==> src/assert_macros.svh <==
// ----------------------------------------------------------------------------
// Assertion macros
// Shared helpers for concurrent checks, clocked and reset-qualified.
// ----------------------------------------------------------------------------
`ifndef ASSERT_MACROS_SVH
`define ASSERT_MACROS_SVH

`ifndef NO_ASSERTIONS

// Same-cycle implication.
`define ASSERT_IMPLY(label, clk, rst, ante, cons) \
   label: assert property (@(posedge clk) disable iff (rst) (ante) |-> (cons)) \
      else $error("assertion failed");

// Next-cycle implication.
`define ASSERT_NEXT(label, clk, rst, ante, cons) \
   label: assert property (@(posedge clk) disable iff (rst) (ante) |=> (cons)) \
      else $error("assertion failed");

`else

`define ASSERT_IMPLY(label, clk, rst, ante, cons)
`define ASSERT_NEXT(label, clk, rst, ante, cons)

`endif

`endif

==> src/sdfb_pkg.sv <==
// ----------------------------------------------------------------------------
// Segment display frame builder package
// Shared types, constants and glyph tables.
// ----------------------------------------------------------------------------
`default_nettype none

package sdfb_pkg;

   localparam int FRAME_BYTES = 7;
   localparam int FRAME_BITS  = FRAME_BYTES * 8;
   localparam int QUEUE_DEPTH = 2;

   localparam logic [5:0] SEG_COUNT    = 6'd56;
   localparam logic [3:0] GLYPH_ZERO   = 4'd0;
   localparam logic [3:0] GLYPH_BLANK  = 4'd10;
   localparam logic [3:0] GLYPH_DEGREE = 4'd11;

   localparam logic [7:0] SIGN_BAR   = 8'b0011_0000;
   localparam logic [7:0] MINUS_MARK = 8'b0000_0100;
   localparam logic [7:0] PLUS_MARK  = 8'b0000_1110;
   localparam logic [7:0] POINT_MARK = 8'b1000_0000;
   localparam logic [7:0] COLON_MARK = 8'b0100_0000;
   localparam logic [7:0] ALL_ON     = 8'hFF;

   typedef enum logic [2:0] {
      OP_DIGITS  = 3'd0,
      OP_TIME    = 3'd1,
      OP_DATE    = 3'd2,
      OP_WEEKDAY = 3'd3,
      OP_TEMP    = 3'd4,
      OP_SEGTEST = 3'd5
   } op_type;

   // Byte k of the frame sits at bits [8k+7:8k].
   typedef logic [FRAME_BITS-1:0] frame_type;

   typedef struct packed {
      logic full;
      logic empty;
   } queue_status_type;

   function automatic logic [15:0] glyph_mask(input logic [3:0] g);
      logic [15:0] m;
      case (g)
         4'd0:    m = 16'h0FFF;
         4'd1:    m = 16'h07C0;
         4'd2:    m = 16'h1F7D;
         4'd3:    m = 16'h1FF5;
         4'd4:    m = 16'h17C7;
         4'd5:    m = 16'h1DF7;
         4'd6:    m = 16'h1DFF;
         4'd7:    m = 16'h0FC1;
         4'd8:    m = 16'h1FFF;
         4'd9:    m = 16'h1FF7;
         4'd11:   m = 16'h1A02;
         4'd12:   m = 16'h0C6E;
         default: m = 16'h0000;
      endcase
      return m;
   endfunction

   function automatic logic [15:0] day_left_mask(input logic [2:0] d);
      logic [15:0] m;
      case (d)
         3'd1:    m = 16'h0FDF;
         3'd2:    m = 16'h1ABF;
         3'd3:    m = 16'h0C6E;
         3'd4:    m = 16'h17C7;
         3'd5:    m = 16'h0FDF;
         3'd6:    m = 16'h0C6E;
         3'd7:    m = 16'h1ABF;
         default: m = 16'h0000;
      endcase
      return m;
   endfunction

   function automatic logic [15:0] day_right_mask(input logic [2:0] d);
      logic [15:0] m;
      case (d)
         3'd1:    m = 16'h17DF;
         3'd2:    m = 16'h2C01;
         3'd3:    m = 16'h1A1F;
         3'd4:    m = 16'h2C01;
         3'd5:    m = 16'h2C01;
         3'd6:    m = 16'h1CBF;
         3'd7:    m = 16'h0C6E;
         default: m = 16'h0000;
      endcase
      return m;
   endfunction

endpackage

`default_nettype wire

==> src/sdfb_front.sv <==
// ----------------------------------------------------------------------------
// Frame builder front end
// Classifies a request and composes its 56-bit frame from the glyph tables.
// ----------------------------------------------------------------------------
`default_nettype none

module sdfb_front
   import sdfb_pkg::*;
(
   input  wire logic             req_push,
   output logic                  req_full,
   input  wire logic [2:0]       req_op,
   input  wire logic [3:0]       req_glyph_first,
   input  wire logic [3:0]       req_glyph_second,
   input  wire logic [3:0]       req_glyph_third,
   input  wire logic [3:0]       req_glyph_fourth,
   input  wire logic [2:0]       req_weekday,
   input  wire logic             req_negative,
   input  wire logic [3:0]       req_temp_tens,
   input  wire logic [3:0]       req_temp_units,
   input  wire logic [5:0]       req_segment_number,
   input  wire queue_status_type q_status,
   output logic                  q_push,
   output frame_type             q_frame
);

   logic [15:0] m1, m2, m3, m4;
   logic [7:0]  w [FRAME_BYTES];
   logic [7:0]  extra0, extra5, extra6;
   logic [5:0]  seg_idx;
   logic        has_frame;
   logic        seg_test;
   op_type      op;

   assign op = op_type'(req_op);

   always_comb begin
      m1 = '0;
      m2 = '0;
      m3 = '0;
      m4 = '0;
      extra0 = '0;
      extra5 = '0;
      extra6 = '0;
      has_frame = 1'b1;
      seg_test = 1'b0;
      case (op)
         OP_DIGITS, OP_TIME, OP_DATE: begin
            m1 = glyph_mask(req_glyph_first);
            m2 = glyph_mask(req_glyph_second);
            m3 = glyph_mask(req_glyph_third);
            m4 = glyph_mask(req_glyph_fourth);
            if (op == OP_TIME) begin
               extra0 = COLON_MARK;
            end
            if (op == OP_DATE) begin
               extra0 = POINT_MARK;
            end
         end
         OP_WEEKDAY: begin
            m2 = day_left_mask(req_weekday);
            m3 = day_right_mask(req_weekday);
         end
         OP_TEMP: begin
            if (req_temp_tens == '0 && req_temp_units == '0) begin
               m2 = glyph_mask(GLYPH_ZERO);
               m3 = glyph_mask(GLYPH_DEGREE);
            end else begin
               m2 = glyph_mask((req_temp_tens == '0) ? GLYPH_BLANK : req_temp_tens);
               m3 = glyph_mask(req_temp_units);
               m4 = glyph_mask(GLYPH_DEGREE);
               extra5 = SIGN_BAR;
               extra6 = req_negative ? MINUS_MARK : PLUS_MARK;
            end
         end
         OP_SEGTEST: begin
            seg_test = 1'b1;
            has_frame = (req_segment_number <= SEG_COUNT);
         end
         default: begin
            has_frame = 1'b0;
         end
      endcase
   end

   assign seg_idx = req_segment_number - 6'd1;

   // Place the four masks into the frame bytes; segment test overrides.
   always_comb begin
      w[0] = extra0 | m4[14:7];
      w[1] = {5'b0, m3[15:13]} | {m4[6:0], 1'b0};
      w[2] = m3[12:5];
      w[3] = {2'b0, m2[15:10]} | {m3[4:0], 3'b0};
      w[4] = m2[9:2];
      w[5] = extra5 | m1[15:8] | {m2[1:0], 6'b0};
      w[6] = extra6 | m1[7:0];
      if (seg_test) begin
         for (int b = 0; b < FRAME_BYTES; b++) begin
            if (req_segment_number == '0) begin
               w[b] = ALL_ON;
            end else if (3'(FRAME_BYTES - 1 - b) == seg_idx[5:3]) begin
               w[b] = 8'd1 << seg_idx[2:0];
            end else begin
               w[b] = '0;
            end
         end
      end
   end

   always_comb begin
      for (int b = 0; b < FRAME_BYTES; b++) begin
         q_frame[b*8 +: 8] = w[b];
      end
   end

   assign req_full = q_status.full;
   assign q_push   = req_push && !q_status.full && has_frame;

endmodule

`default_nettype wire

==> src/sdfb_queue.sv <==
// ----------------------------------------------------------------------------
// Frame queue
// Short first-in first-out buffer of composed frames.
// ----------------------------------------------------------------------------
`default_nettype none

module sdfb_queue
   import sdfb_pkg::*;
(
   input  wire logic       clock,
   input  wire logic       reset,
   input  wire logic       push,
   input  wire frame_type  push_frame,
   input  wire logic       pop,
   output frame_type       pop_frame,
   output queue_status_type status
);

   localparam int PTR_W = $clog2(QUEUE_DEPTH);
   localparam int CNT_W = $clog2(QUEUE_DEPTH + 1);

   frame_type          mem [QUEUE_DEPTH];
   logic [PTR_W-1:0]   wr_ptr_ff, wr_ptr_in;
   logic [PTR_W-1:0]   rd_ptr_ff, rd_ptr_in;
   logic [CNT_W-1:0]   count_ff, count_in;
   logic               do_push, do_pop;

   assign status.full  = (count_ff == CNT_W'(QUEUE_DEPTH));
   assign status.empty = (count_ff == '0);
   assign do_push = push && !status.full;
   assign do_pop  = pop && !status.empty;
   assign pop_frame = mem[rd_ptr_ff];

   always_comb begin
      wr_ptr_in = wr_ptr_ff;
      rd_ptr_in = rd_ptr_ff;
      count_in  = count_ff;
      if (do_push) begin
         wr_ptr_in = (wr_ptr_ff == PTR_W'(QUEUE_DEPTH - 1)) ? '0 : wr_ptr_ff + 1'b1;
      end
      if (do_pop) begin
         rd_ptr_in = (rd_ptr_ff == PTR_W'(QUEUE_DEPTH - 1)) ? '0 : rd_ptr_ff + 1'b1;
      end
      if (do_push && !do_pop) begin
         count_in = count_ff + 1'b1;
      end else if (do_pop && !do_push) begin
         count_in = count_ff - 1'b1;
      end
   end

   always_ff @(posedge clock) begin
      if (reset) begin
         wr_ptr_ff <= '0;
         rd_ptr_ff <= '0;
         count_ff  <= '0;
      end else begin
         wr_ptr_ff <= wr_ptr_in;
         rd_ptr_ff <= rd_ptr_in;
         count_ff  <= count_in;
      end
   end

   always_ff @(posedge clock) begin
      if (do_push) begin
         mem[wr_ptr_ff] <= push_frame;
      end
   end

endmodule

`default_nettype wire

==> src/sdfb_back.sv <==
// ----------------------------------------------------------------------------
// Frame serializer back end
// Loads a frame from the queue and hands it out one byte per pop.
// ----------------------------------------------------------------------------
`default_nettype none

`include "assert_macros.svh"

module sdfb_back
   import sdfb_pkg::*;
(
   input  wire logic             clock,
   input  wire logic             reset,
   input  wire queue_status_type q_status,
   input  wire frame_type        q_frame,
   output logic                  q_pop,
   output logic                  rsp_empty,
   input  wire logic             rsp_pop,
   output logic [7:0]            rsp_frame_byte,
   output logic                  rsp_shift_reset,
   output logic                  rsp_last
);

   localparam logic [2:0] LAST_BYTE = 3'(FRAME_BYTES - 1);

   frame_type  frame_ff, frame_in;
   logic [2:0] byte_cnt_ff, byte_cnt_in;
   logic       busy_ff, busy_in;
   logic       take, load;

   assign take = rsp_pop && busy_ff;
   assign load = !q_status.empty && (!busy_ff || (take && byte_cnt_ff == LAST_BYTE));
   assign q_pop = load;

   always_comb begin
      frame_in    = frame_ff;
      byte_cnt_in = byte_cnt_ff;
      busy_in     = busy_ff;
      if (take) begin
         if (byte_cnt_ff == LAST_BYTE) begin
            busy_in     = 1'b0;
            byte_cnt_in = '0;
         end else begin
            frame_in    = frame_ff >> 8;
            byte_cnt_in = byte_cnt_ff + 1'b1;
         end
      end
      if (load) begin
         frame_in    = q_frame;
         byte_cnt_in = '0;
         busy_in     = 1'b1;
      end
   end

   always_ff @(posedge clock) begin
      if (reset) begin
         busy_ff     <= 1'b0;
         byte_cnt_ff <= '0;
      end else begin
         busy_ff     <= busy_in;
         byte_cnt_ff <= byte_cnt_in;
      end
   end

   always_ff @(posedge clock) begin
      frame_ff <= frame_in;
   end

   assign rsp_empty       = !busy_ff;
   assign rsp_frame_byte  = frame_ff[7:0];
   assign rsp_shift_reset = (byte_cnt_ff == '0);
   assign rsp_last        = (byte_cnt_ff == LAST_BYTE);

   `ASSERT_IMPLY(a_idle_count_zero, clock, reset, !busy_ff, byte_cnt_ff == '0)
   `ASSERT_NEXT(a_frame_continues, clock, reset, take && !rsp_last, busy_ff && byte_cnt_ff != '0)
   `ASSERT_IMPLY(a_load_only_when_free, clock, reset, q_pop, !busy_ff || (take && rsp_last))

endmodule

`default_nettype wire

==> src/segment_display_frame_builder.sv <==
// Path: an accepted request's frame is written into the queue, then loaded
// into the back end when it is free, which shows its first byte on the ports.
// Throughput: one byte per pop, set by the byte serializer; the front end
// takes a request every cycle while the two-frame queue has room. Requests
// that produce no frame are taken and dropped.
// Reset: synchronous; empties the queue and leaves the serializer idle.
// ----------------------------------------------------------------------------
// Segment display frame builder
// Builds 56-bit indicator frames and emits them as seven bytes each.
// ----------------------------------------------------------------------------
`default_nettype none

module segment_display_frame_builder
   import sdfb_pkg::*;
(
   input  wire logic       clock,
   input  wire logic       reset,
   input  wire logic       req_push,
   output logic            req_full,
   input  wire logic [2:0] req_op,
   input  wire logic [3:0] req_glyph_first,
   input  wire logic [3:0] req_glyph_second,
   input  wire logic [3:0] req_glyph_third,
   input  wire logic [3:0] req_glyph_fourth,
   input  wire logic [2:0] req_weekday,
   input  wire logic       req_negative,
   input  wire logic [3:0] req_temp_tens,
   input  wire logic [3:0] req_temp_units,
   input  wire logic [5:0] req_segment_number,
   output logic            rsp_empty,
   input  wire logic       rsp_pop,
   output logic [7:0]      rsp_frame_byte,
   output logic            rsp_shift_reset,
   output logic            rsp_last
);

   // The front end composes a whole frame combinationally from the request
   // and writes it straight into the queue.
   queue_status_type q_status;
   frame_type        push_frame;
   frame_type        pop_frame;
   logic             q_push;
   logic             q_pop;

   sdfb_front u_front (
      .req_push           (req_push),
      .req_full           (req_full),
      .req_op             (req_op),
      .req_glyph_first    (req_glyph_first),
      .req_glyph_second   (req_glyph_second),
      .req_glyph_third    (req_glyph_third),
      .req_glyph_fourth   (req_glyph_fourth),
      .req_weekday        (req_weekday),
      .req_negative       (req_negative),
      .req_temp_tens      (req_temp_tens),
      .req_temp_units     (req_temp_units),
      .req_segment_number (req_segment_number),
      .q_status           (q_status),
      .q_push             (q_push),
      .q_frame            (push_frame)
   );

   // The queue lets the front keep taking requests while the back end is
   // still shifting out an earlier frame.
   sdfb_queue u_queue (
      .clock      (clock),
      .reset      (reset),
      .push       (q_push),
      .push_frame (push_frame),
      .pop        (q_pop),
      .pop_frame  (pop_frame),
      .status     (q_status)
   );

   // The back end holds the current frame in a shift register and loads the
   // next one in the same cycle that the final byte is popped, so frames
   // follow each other without a gap.
   sdfb_back u_back (
      .clock           (clock),
      .reset           (reset),
      .q_status        (q_status),
      .q_frame         (pop_frame),
      .q_pop           (q_pop),
      .rsp_empty       (rsp_empty),
      .rsp_pop         (rsp_pop),
      .rsp_frame_byte  (rsp_frame_byte),
      .rsp_shift_reset (rsp_shift_reset),
      .rsp_last        (rsp_last)
   );

endmodule

`default_nettype wire

==> config.mk <==
export PLATFORM = sky130hd
export DESIGN_NAME = segment_display_frame_builder
export DESIGN_NICKNAME = d
export VERILOG_FILES = /design/src/sdfb_pkg.sv /design/src/sdfb_front.sv /design/src/sdfb_queue.sv /design/src/sdfb_back.sv /design/src/segment_display_frame_builder.sv
export VERILOG_INCLUDE_DIRS = /design/src /design/src/src
export SDC_FILE = /design/constraint.sdc
export NUM_CORES = 1
export LEC_CHECK = 0
export ABC_AREA = 1
export BUFFER_PORTS_ARGS = -buffer_cell sky130_fd_sc_hd__buf_4
export CAP_MARGIN = 20
export CORE_MARGIN = 4
export CORE_UTILIZATION = 27
export CTS_CLUSTER_SIZE = 12
export DETAILED_ROUTE_END_ITERATION = 8
export GPL_TIMING_DRIVEN = 0
export HOLD_SLACK_MARGIN = 0.06
export PLACE_DENSITY = 0.46
export SYNTH_ARGS = -nofsm -noshare
export SYNTH_HDL_FRONTEND = slang
export SYNTH_HIERARCHICAL = 1
export SYNTH_SLANG_ARGS = --single-unit
==> constraint.sdc <==
create_clock -name clock -period 5.7 [get_ports clock]
set_clock_uncertainty 0.15 [all_clocks]
set_input_delay 0.57 -clock clock [delete_from_list [all_inputs] [get_ports clock]]
set_output_delay 0.57 -clock clock [all_outputs]
set_load 0.05 [all_outputs]
==> results by group, run 1 <==
STA
  – Final Hold Violating Endpoints: 0
  – RSZ-0062 raised after global routing: no
  – Fin crit period: 2.769 ns
  – Final WS setup: 2.931 ns
  – Fin. max-slew vios: 0
  – Setup Viol. Count Final: 0
  – Fmax: 361.1 MHz
  – Worst Tran Pin Value: between 0.7 and 0.8 ns
  – Slew margin rel.: 0.5001
  – Setup TNS: 0 ns
  – Tcrit/Tclk final: 0.4858

Clocking
  – Clk buf depth: 2
  – Clock tree sinks: 177
  – Hold-fix buffers at CTS: 0
  – CTS tree: done
  – Post CTS Setup Buffer Count: 0
  – Clock transition at the registers of the reported paths: about 0.070 ns
  – TritonCTS Buffers: 17
  – Clk Latency, worst-skew pair: 0.42 ns
  – CTS resizes: 0
  – CTS H-tree lvls: 4
  – Root buf cell: clkbuf_16

Floorplan
  – Die H: 204.1 um
  – Die W: 204.1 um
  – # rows: just over 70
  – Initial Util: 0.2750
  – CORE AREA: 0.03776 mm^2
  – Io pins: 53
  – Full die area: 0.04165 mm^2

Yosys
  – Synth warnings: 6
  – Post-synthesis register bit count: 177
  – Sequential share of the synthesized area: 0.5033
  – Most instantiated cells after synthesis: nand2_1 (379), edfxtp_1 (168), nand3_1 (132)
  – Number of synthesized flops with an enable pin: 168
  – Unique cell type count in the Yosys netlist: 38
  – Most used DFF post-synth: edfxtp_1
  – Mapped Nets: 1247
  – Synth top area share: 0.4860
  – Cell count after synthesis: 1176
  – Post-synthesis cell area: 0.01038 mm^2
  – Synth area leader: edfxtp_1
  – Asr flop ratio synth: 0
  – Area contributors post-synth: edfxtp_1 (49%), nand2_1 (14%), nand3_1 (6.4%)
  – Most frequent cell after synthesis: nand2_1
  – Avg Inst Size Synth: 8.828 um^2

Critical path
  – Startpoint types: primary input
  – Critical path class: in -> reg
  – CP max FO: 27
  – Crit end category: register
  – Critical Path AT: 2.74 ns
  – WP data required: 5.67 ns

Place
  – Cell Area, Placed: 0.01152 mm^2
  – Worst slack at placement: 2.392 ns
  – Placer Congestion: 0.8976
  – Detailed placement HPWL: around 23000 um
  – PortBufs: 47

Finish
  – Share of cells above drive strength 1: 0.1594
  – FF/Latch Area: 0.005225 mm^2
  – Fin nets: 1319
  – Post-layout util: 0.3213
  – Multi-input logic area: 0.004472 mm^2
  – Fill cells: 3953
  – Design Area, Final: 0.01213 mm^2
  – Layout area overhead: 16.85%

Pwr
  – Worst IR Drop VDD: 0.0002112 V
  – Power, Total: 5.163 mW
  – Cell leakage power: 5.359 nW
  – Power Dens Cells: 425.7 mW/mm^2

Global route
  – Total Routing Usage GR: 0.1385
  – Global-route wire length before repair: 44490 um
  – Vias in the first global route: 7824
  – Initial antenna violation count: 0
  – Largest net degree at the start of global routing: 30
  – Remaining global-route overflow: 0

Min path
  – Hold crit path type: in -> reg

Route
  – Vias: between 8000 and 9000
  – Detailed-route wire length per cell: 16.42 um
  – ANT nets after route: 0
  – Post-Route WL: 29120 um
  – Iteration-0 DRC count of the detailed router: approximately 550
  – Vias per cell: 4.552
  – Drt first pass iters: 5
  – # DRC: 0

Status
  – Status: complete, no violations

Job
  – Max-Cap Viols: 0
## kinds of logic (layout without fill, tap and decap cells)
family	Yosys count	after routing	synth area share
AOI/OAI and AO/OA	110	110	0.05616
and+or+nand+nor	646	646	0.2611
muxes	56	56	0.07521
adders and majority gates	30	30	0.03616
other	0	1	0
buffers and inverters	157	242	0.06810
DFF	177	177	0.5033
## layout by cell type, fill, tap and decap left out, types with 2 or more instances in the layout
cell and instances:
buf_1 4, buf_4 59, buf_2 16, o21ai_1 9, buf_6 7, nand2_2 4
clkbuf_1 16, dfxtp_1 9, clkinv_2 3, inv_1 97, nand3_1 132, inv_2 6
buf_12 5, mux2_4 40, clkbuf_16 17, a31oi_1 4, edfxtp_1 168, bufinv_16 3
nor2_4 6, o21ai_0 53, nor3_1 2, o211ai_1 5, nand4_1 10, nor2_1 98
nand2_1 379, nand3b_1 3, nor2_2 5, inv_6 7, mux2_2 16, ha_1 30
a21oi_1 34
## worst max-delay path, stage by stage
cell and delay (ns):
buf_4 0.14, inv_1 0.07, nand2_1 0.07, nor2_1 0.22
buf_2 0.27, o21ai_0 0.11, nand2_1 0.18, nand2_1 0.10
nor2_1 0.12, o21ai_2 0.13, nor2_4 0.27, buf_12 0.24
buf_12 0.22
## path summary, 6_finish.rpt
kind                            start             endpoint  slack, ns  cells after the start
hold / removal                  reset       u_back/busy_ff       0.18                      2
setup / recovery            req_op[1]   u_queue/mem[0][17]       2.93                     13
hold reg to reg   u_back/frame_ff[33]  u_back/frame_ff[25]       0.36                      2
setup reg to reg  u_queue/count_ff[0]  u_back/frame_ff[21]       3.22                      6
## power by group
group | internal [mW] | switching, mW
clock | 0.699 | 0.497
sequential | 1.97 | 0.0995
combinational | 0.690 | 1.20
## state kept, by name, summed over array words and instances, names as in the netlist, named ones only
signal	count
u_back/frame_ff	56
u_queue/mem	112
u_queue/count_ff	2
u_queue/wr_ptr_ff	1
u_back/busy_ff	1
u_queue/rd_ptr_ff	1
u_back/byte_cnt_ff	3
## per-stage QoR
step,hold WS [ns],std cells
2_1_floorplan,0.3255,1176
3_3_place_gp,0.3442,1734
3_5_place_dp,0.3458,1740
4_1_cts,0.1651,1772
5_1_grt,0.1873,1772
6_report,0.1826,1773
## final cells by class
type | count | area share
well taps | 511 | 0.05271
clock inverters | 14 | 0.01444
plain buffers | 54 | 0.02641
clock buffers | 18 | 0.03538
flip-flops and latches | 177 | 0.4307
repair buffers | 53 | 0.03961
multi-input cells | 842 | 0.3686
diodes | 1 | 0.0002063
inverters | 103 | 0.03187
## routing by layer
layer  track usage  routed length [um]  up-vias
met5             0                   0        -
met4       0.04570                 759        0
met3       0.01507                 859       35
met2        0.2221               13660      159
met1        0.1964               13840     3802
li1              -                   -     4075
Power figures use the tool's default switching activity.
==> run 2: changes to the inputs <==
--- a/config.mk
+++ b/config.mk
@@ -6,7 +6,7 @@
 export SDC_FILE = /design/constraint.sdc
 export NUM_CORES = 1
 export LEC_CHECK = 0
-export ABC_AREA = 1
+export ABC_AREA = 0
 export BUFFER_PORTS_ARGS = -buffer_cell sky130_fd_sc_hd__buf_4
 export CAP_MARGIN = 20
 export CORE_MARGIN = 4
==> constraint.sdc (replaced) <==
create_clock -name clock -period 2.78 [get_ports clock]
set_clock_uncertainty 0.15 [all_clocks]
set_input_delay 0.278 -clock clock [delete_from_list [all_inputs] [get_ports clock]]
set_output_delay 0.278 -clock clock [all_outputs]
set_load 0.05 [all_outputs]
==> run 2 against run 1 <==
Against the previous run: die area decreased by 1.1%; synthesized cell count fell by 27%; first-iteration DRC count rose by 9.4%; non-clock buffer count increased by 13; highest routed layer unchanged; register-to-register slack got worse by 3.0 ns; largest cell class unchanged; setup slack worse by 2.8 ns.
==> results by group, run 2 <==
Finish
  – Top Registers: u_queue/mem: 112 flops, u_back/frame_ff: 56 flops, u_back/byte_cnt_ff: 3 flops
  – Most common cell after layout, fill and taps aside: edfxtp_1
  – Fill cells: 3778 (-4.4%)
  – Most frequent cells in the layout: edfxtp_1 (168), mux2_2 (81), buf_4 (63)
  – Number of flip-flops in the largest register: 112 (unchanged)
  – Layout area overhead: 16.82% (about the same)
  – Finished Layout Cells: 1460 (-18%)
  – Post-layout util: 0.3192 (-0.002110)
  – Share of cells above drive strength 1: 0.2708 (+0.1114)
  – Ant diodes: 0 (-1)
  – Fin nets: 1008 (-24%)
  – Most flop-heavy register: u_queue/mem

Place
  – Detailed placement HPWL: 21990 um (-3.8%)
  – Placer Congestion: 0.9073 (+1.1%)
  – PortBufs: 48 (+2.1%)
  – Placed insts: 1426 (-18%)

STA
  – Tcrit/Tclk final: 0.9560
  – Fmax: 376.3 MHz
  – Worst Tran Pin Value: 0.9431 ns (+0.1960 ns)
  – Hold Worst Slack: 0.1362 ns (-0.04642 ns)
  – Fin crit period: 2.658 ns
  – RSZ-0062 raised after global routing: no
  – Slew margin rel.: 0.3693 (-0.1308)
  – Fin. max-slew vios: 0 (unchanged)
  – Setup Viol. Count Final: 0 (unchanged)
  – Final Hold Violating Endpoints: 0 (unchanged)

Yosys
  – Post-synthesis register bit count: 177 (unchanged)
  – Unique cell type count in the Yosys netlist: 81 (+110%)
  – Most used DFF post-synth: edfxtp_1
  – Number of synthesized flops with an enable pin: 168 (unchanged)
  – Most instantiated cells after synthesis: edfxtp_1 (168), mux2_2 (81), a21oi_1 (54)
  – Sequential share of the synthesized area: 0.5089 (+0.005581)
  – Asr flop ratio synth: 0 (unchanged)
  – Synth warnings: 6 (unchanged)
  – Synth area leader: edfxtp_1
  – Synth top area share: 0.4913 (+0.005389)
  – Area contributors post-synth: edfxtp_1 (49%), mux2_2 (8.9%), ha_1 (3.7%)
  – Most frequent cell after synthesis: edfxtp_1
  – Cell count after synthesis: 863 (-27%)
  – Post-synthesis cell area: 0.01027 mm^2 (-1.1%)
  – Avg Inst Size Synth: 11.90 um^2 (+35%)
  – Mapped Nets: 934 (-25%)

Floorplan
  – Initial Util: 0.2732 (-0.001730)
  – CORE AREA: 0.03758 mm^2 (-0.47%)
  – # rows: 71 (unchanged)
  – Die H: 203.0 um (-0.53%)
  – Full die area: 0.04121 mm^2 (-1.1%)
  – Io pins: 53 (unchanged)
  – Die W: 203.0 um (-0.53%)

Route
  – Post-Route WL: 29520 um (+1.4%)
  – Detailed-route wire length per cell: 20.22 um (+23%)
  – Drt first pass iters: 5 (unchanged)
  – Vias per cell: 4.944 (+8.6%)
  – # DRC: 0 (unchanged)
  – Iteration-0 DRC count of the detailed router: 605 (+9.4%)
  – Vias: 7218 (-11%)
  – ANT nets after route: 0 (unchanged)

Critical path
  – CP max stage cell: or3_1
  – R2R Path End: u_queue/count_ff[1]
  – Worst setup startpoint: req_segment_number[2]
  – WP data required: 2.73 ns (-2.94 ns)
  – Most frequent CP cell: buf_2
  – Critical Path AT: 2.61 ns (-0.13 ns)
  – CP Cell Sequence: buf_4 > buf_2 > buf_2 > o31ai_1 > o21ai_0 > a21oi_1 > inv_1 > or3_1 > clkinvlp_4 > buf_12
  – Critical path class: in -> reg
  – R2R setup slack: 0.26 ns (-2.96 ns)
  – Register-to-Register Path Depth: 8 (+2)
  – R2R Path Start: u_back/byte_cnt_ff[0]
  – Startpoint types: primary input
  – Worst stage delay on the critical path: 0.50 ns (+0.23 ns)
  – CP max FO: 34 (+26%)
  – Crit end category: register

Global route
  – Initial antenna violation count: 1 (+1)
  – Remaining global-route overflow: 0 (unchanged)
  – Global-route wire length before repair: 44420 um (-0.16%)
  – Largest net degree at the start of global routing: 57 (+90%)
  – Vias in the first global route: 7112 (-9.1%)
  – Total Routing Usage GR: 0.1409 (+0.002352)

Clocking
  – CTS H-tree lvls: 4 (unchanged)
  – Clk Latency, worst-skew pair: 0.42 ns (about the same)
  – TritonCTS Buffers: 17 (unchanged)
  – Clock tree sinks: 177 (unchanged)
  – Root buf cell: clkbuf_16
  – Clock transition at the registers of the reported paths: 0.06 ns (about the same)
  – Clk buf depth: 2 (unchanged)
  – CTS tree: done

Job
  – Max-Cap Viols: 0 (unchanged)

Min path
  – Hold crit path type: in -> reg
  – Hold EP: u_back/byte_cnt_ff[1]
  – Hold path start: rsp_pop
  – Hold depth: 3 (+1)

Status
  – Status: complete, no violations

Pwr
  – Cell leakage power: 4.263 nW (-20%)
  – Power Dens Cells: 842.4 mW/mm^2 (+98%)
  – Worst IR Drop VDD: 0.0003682 V (+74%)
run 2: worst max-delay path, delay by kind of cell:
family | cells | cell delay (ns)
and+or+nand+nor | 1 | 0.50
AOI/OAI and AO/OA | 3 | 0.78
buffers and inverters | 6 | 1.02
run 2: where the power goes:
group          switching (mW)  internal, mW
Clock                    1.03          1.34
Combinational            1.89          1.62
Sequential              0.203          4.02
run 2: how the worst max path moves through the flow:
stage | endpoint | slack (ns) | depth (start not counted)
after floorplan | u_queue/mem[0][0] | 0.09 | 8
final | u_queue/mem[0][19] | 0.12 | 10
after detailed placement | u_queue/mem[0][23] | -0.62 | 10
after global placement | u_queue/mem[0][23] | -1.23 | 9
after CTS | u_queue/mem[0][35] | 0.17 | 10
after global routing | u_queue/mem[0][35] | 0.08 | 10
run 2: cells by family after synthesis:
group / share of synthesized area
AO/OA/AOI/OAI: 0.1472
XOR/XNOR: 0.009383
adder cells (fa/ha/maj): 0.03656
buffers and inverters: 0.04899
flip-flops: 0.5089
multiplexers: 0.1401
AND/OR/NAND/NOR: 0.1088
run 2: per-stage QoR:
step,TNS [ns],worst slack (ns),instance area (um^2),total power [mW]
6_report,0,0.1223,11990,10.10
5_1_grt,0,0.07843,11990,10.65
4_1_cts,0,0.1670,11990,10.27
3_5_place_dp,-32.65,-0.6186,11390,7.854
3_3_place_gp,-130.20,-1.231,11290,7.734
2_1_floorplan,0,0.08924,10290,6.718
run 2: timing repair:
action	CTS	global route
hold endpoints to repair	9	0
buffers inserted	1	0
hold buffers	1	0
resized for setup	1	0
setup endpoints to repair	34	0
run 2: metal layers:
| metal | vias to the layer above | global-route usage | part of all wire |
|---|---|---|---|
| li1 | 3438 | - | - |
| met1 | 3563 | 0.1985 | 0.47 |
| met2 | 192 | 0.2336 | 0.48 |
| met3 | 25 | 0.01805 | 0.039 |
| met4 | 0 | 0.02983 | 0.014 |
| met5 | - | 0 | 0 |
run 2: final cells by class:
class	instances	area [um^2]	share of cell area
Timing Repair Buffer	54	473.0	0.03943
Sequential cell	177	5225	0.4356
Multi-Input combinational cell	589	4559	0.3801
Timing Repair inverter	1	7.507	0.0006259
Clock inverter	13	153.9	0.01283
Inverter	31	120.1	0.01001
Clock buffer	18	429.2	0.03578
Buffer	66	386.6	0.03223
Tap cell	511	639.4	0.05331
==> run 3: changes to the inputs <==
--- a/config.mk
+++ b/config.mk
@@ -7,7 +7,7 @@
 export NUM_CORES = 1
 export LEC_CHECK = 0
 export ABC_AREA = 0
-export BUFFER_PORTS_ARGS = -buffer_cell sky130_fd_sc_hd__buf_4
+export BUFFER_PORTS_ARGS = -buffer_cell sky130_fd_sc_hd__buf_2
 export CAP_MARGIN = 20
 export CORE_MARGIN = 4
 export CORE_UTILIZATION = 27
==> run 3 against run 2 <==
Against the previous run: non-clock buffer count stayed put; core utilization is 0.27 points lower; via count is 0.72% higher; total power is 0.46% higher; global-route usage is 0.11 points higher; flip-flop and latch count stayed put; routed wire length is 0.65% higher; critical path depth is 1 lower; worst hold slack better by 0.013 ns; critical path type unchanged; largest power group unchanged; highest routed layer unchanged.
==> results by group, run 3 (synthesis results as in run 2) <==
Status
  – Status: complete, no violations

Critical path
  – Worst stage delay on the critical path: 0.51 ns (about the same)
  – Critical path class: in -> reg
  – Critical Path AT: 2.56 ns (-0.05 ns)
  – CP max stage cell: and2_4
  – CP max FO: 28 (-18%)
  – Most frequent CP cell: buf_2
  – Crit-path leading delay family: simple AND/OR/NAND/NOR gates
  – Crit end category: register
  – WP buf/inv: 4 (-2)
  – WP data required: 2.70 ns (-0.03 ns)
  – CP Cell Sequence: buf_2 > buf_2 > buf_2 > o31ai_1 > o21ai_0 > a21oi_1 > inv_1 > nor2_1 > and2_4
  – Startpoint types: primary input

Global route
  – Met2 GRT Util: 0.2309 (-0.002757)
  – Vias in the first global route: 7124 (+0.17%)
  – Remaining global-route overflow: 0 (unchanged)
  – GR peak layer: met2
  – Met3 Track Usage GR: 0.02204 (+0.003993)
  – Initial antenna violation count: 1 (unchanged)
  – Largest net degree at the start of global routing: 34 (-40%)
  – Global-route wire length before repair: 44270 um (-0.34%)
  – Met1 Usage GRT: 0.1963 (-0.002211)
  – Total Routing Usage GR: 0.1420 (+0.001114)

Job
  – Max-Cap Viols: 0 (unchanged)

Floorplan
  – Die H: 203.0 um (unchanged)
  – Io pins: 53 (unchanged)
  – Die W: 203.0 um (unchanged)
  – CORE AREA: 0.03758 mm^2 (unchanged)
  – Initial Util: 0.2732 (unchanged)
  – Full die area: 0.04121 mm^2 (unchanged)
  – # rows: 71 (unchanged)

STA
  – Final Hold Violating Endpoints: 0 (unchanged)
  – Fin. max-slew vios: 0 (unchanged)
  – Setup Viol. Count Final: 0 (unchanged)
  – RSZ-0062 raised after global routing: no
  – Hold Worst Slack: 0.1488 ns (+0.01266 ns)
  – Worst Tran Pin Value: 1.017 ns (+0.07416 ns)
  – Fmax: 378.3 MHz (+0.53%)
  – Tcrit/Tclk final: 0.9510 (-0.005025)
  – Fin crit period: 2.644 ns (-0.01397 ns)
  – Slew margin rel.: 0.3172 (-0.05209)

Clocking
  – Clk Latency, worst-skew pair: 0.42 ns (about the same)
  – CTS H-tree lvls: 4 (unchanged)
  – Root buf cell: clkbuf_16
  – TritonCTS Buffers: 17 (unchanged)
  – Clk buf depth: 2 (unchanged)
  – CTS tree: done
  – Clock tree sinks: 177 (unchanged)
  – Clock transition at the registers of the reported paths: 0.07 ns (about the same)

Route
  – Drt first pass iters: 5 (unchanged)
  – Iteration-0 DRC count of the detailed router: 596 (-1.5%)
  – # DRC: 0 (unchanged)
  – ANT nets after route: 0 (unchanged)
  – Vias per cell: 4.969 (+0.51%)
  – Vias: 7270 (+0.72%)
  – Post-Route WL: 29710 um (+0.65%)
  – Detailed-route wire length per cell: 20.31 um (+0.44%)

Pwr
  – Cell leakage power: 4.227 nW (-0.84%)
  – Power Dens Cells: 853.4 mW/mm^2 (+1.3%)
  – Worst IR Drop VDD: 0.0003941 V (+7.0%)

Place
  – Cell Area, Placed: 0.01127 mm^2 (-0.99%)
  – Placer Congestion: 0.9282 (+2.3%)
  – Detailed placement HPWL: 21780 um (-0.95%)
  – Placed insts: 1426 (unchanged)
  – PortBufs: 48 (unchanged)

Finish
  – Layout area overhead: 15.83%
  – Number of flip-flops in the largest register: 112 (unchanged)
  – Multi-input logic area: 0.004568 mm^2 (+0.19%)
  – FF/Latch Area: 0.005225 mm^2 (unchanged)
  – Most frequent cells in the layout: edfxtp_1 (168), mux2_2 (81), buf_2 (75)
  – Design Area, Final: 0.01189 mm^2 (-0.84%)
  – Fin nets: 1009 (+0.099%)
  – Fill cells: 3826 (+1.3%)
  – Most flop-heavy register: u_queue/mem
  – Most common cell after layout, fill and taps aside: edfxtp_1
  – Finished Layout Cells: 1463 (+0.21%)
  – Top Registers: u_queue/mem: 112 flops, u_back/frame_ff: 56 flops, u_back/byte_cnt_ff: 3 flops
  – Share of cells above drive strength 1: 0.2702 (-0.0005695)

Min path
  – Hold crit path type: in -> reg
-- run 3: changes by cell type in the layout (fill, tap and decap cells not counted) --
cell | before | now
buf_4 | 63 | 15
buf_12 | 2 | 1
buf_16 | 2 | 3
clkinv_4 | 2 | 3
inv_8 | 2 | 1
buf_2 | 27 | 75
clkinv_2 | 1 | 0
diode_2 | 0 | 1
and2_4 | 1 | 2
clkbuf_1 | 16 | 17
clkinv_1 | 0 | 1
-- run 3: worst min-delay path, delay by kind of cell --
family,cells,cell delay (ns)
buf+inv,1,0.15
compound gates,2,0.24
-- run 3: per-stage QoR --
stage	util	setup WS [ns]	TNS, ns	power [mW]
after CTS	0.3164	0.1362	0	10.31
after floorplan	-	0.08924	0	6.718
after global placement	0.2972	-1.207	-132.28	7.670
after detailed placement	0.3000	-0.6762	-59.51	7.879
final	0.3165	0.1363	0	10.15
after global routing	0.3164	0.01003	0	10.67
-- run 3: routing by layer --
layer / vias to the layer above / part of all wire / routed length [um]
li1: 3447 / - / -
met1: 3615 / 0.47 / 14070
met2: 174 / 0.47 / 13980
met3: 34 / 0.034 / 1013
met4: 0 / 0.022 / 648
met5: - / 0 / 0
-- run 3: worst paths after layout --
| kind | to | slack (ns) | cells past startpoint | from |
|---|---|---|---|---|
| worst max-delay path | u_queue/mem[1][26] | 0.14 | 9 | req_segment_number[2] |
| worst min-delay path | u_back/byte_cnt_ff[1] | 0.15 | 3 | rsp_pop |
| worst max register to register | u_queue/count_ff[1] | 0.25 | 8 | u_back/byte_cnt_ff[0] |
| worst min register to register | u_queue/rd_ptr_ff | 0.36 | 2 | u_queue/rd_ptr_ff |
-- run 3: power breakdown --
part	switching (mW)	total (mW)	leakage, nW	internal, mW
Clock	1.03	2.37	0.274	1.34
Sequential	0.213	4.23	1.67	4.02
Combinational	1.92	3.54	2.29	1.63
Total	3.16	10.1	4.23	6.99
-- run 3: timing repair --
| item | 4_1_cts | 5_1_grt |
|---|---|---|
| buffers inserted | 1 | 0 |
| gates resized for setup | 2 | 0 |
| hold endpoints to repair | 9 | 0 |
| setup endpoints to repair | 89 | 0 |
| hold buffers | 1 | 0 |
-- run 3: layout make-up --
type / instances / area share
diodes: 1 / 0.0002104
plain buffers: 66 / 0.03251
clock buffers: 19 / 0.03640
clock inverters: 13 / 0.01262
inverters: 31 / 0.01010
multi-input cells: 590 / 0.3841
flip-flops and latches: 177 / 0.4393
well taps: 511 / 0.05376
repair buffers: 54 / 0.03030
repair inverters: 1 / 0.0006312
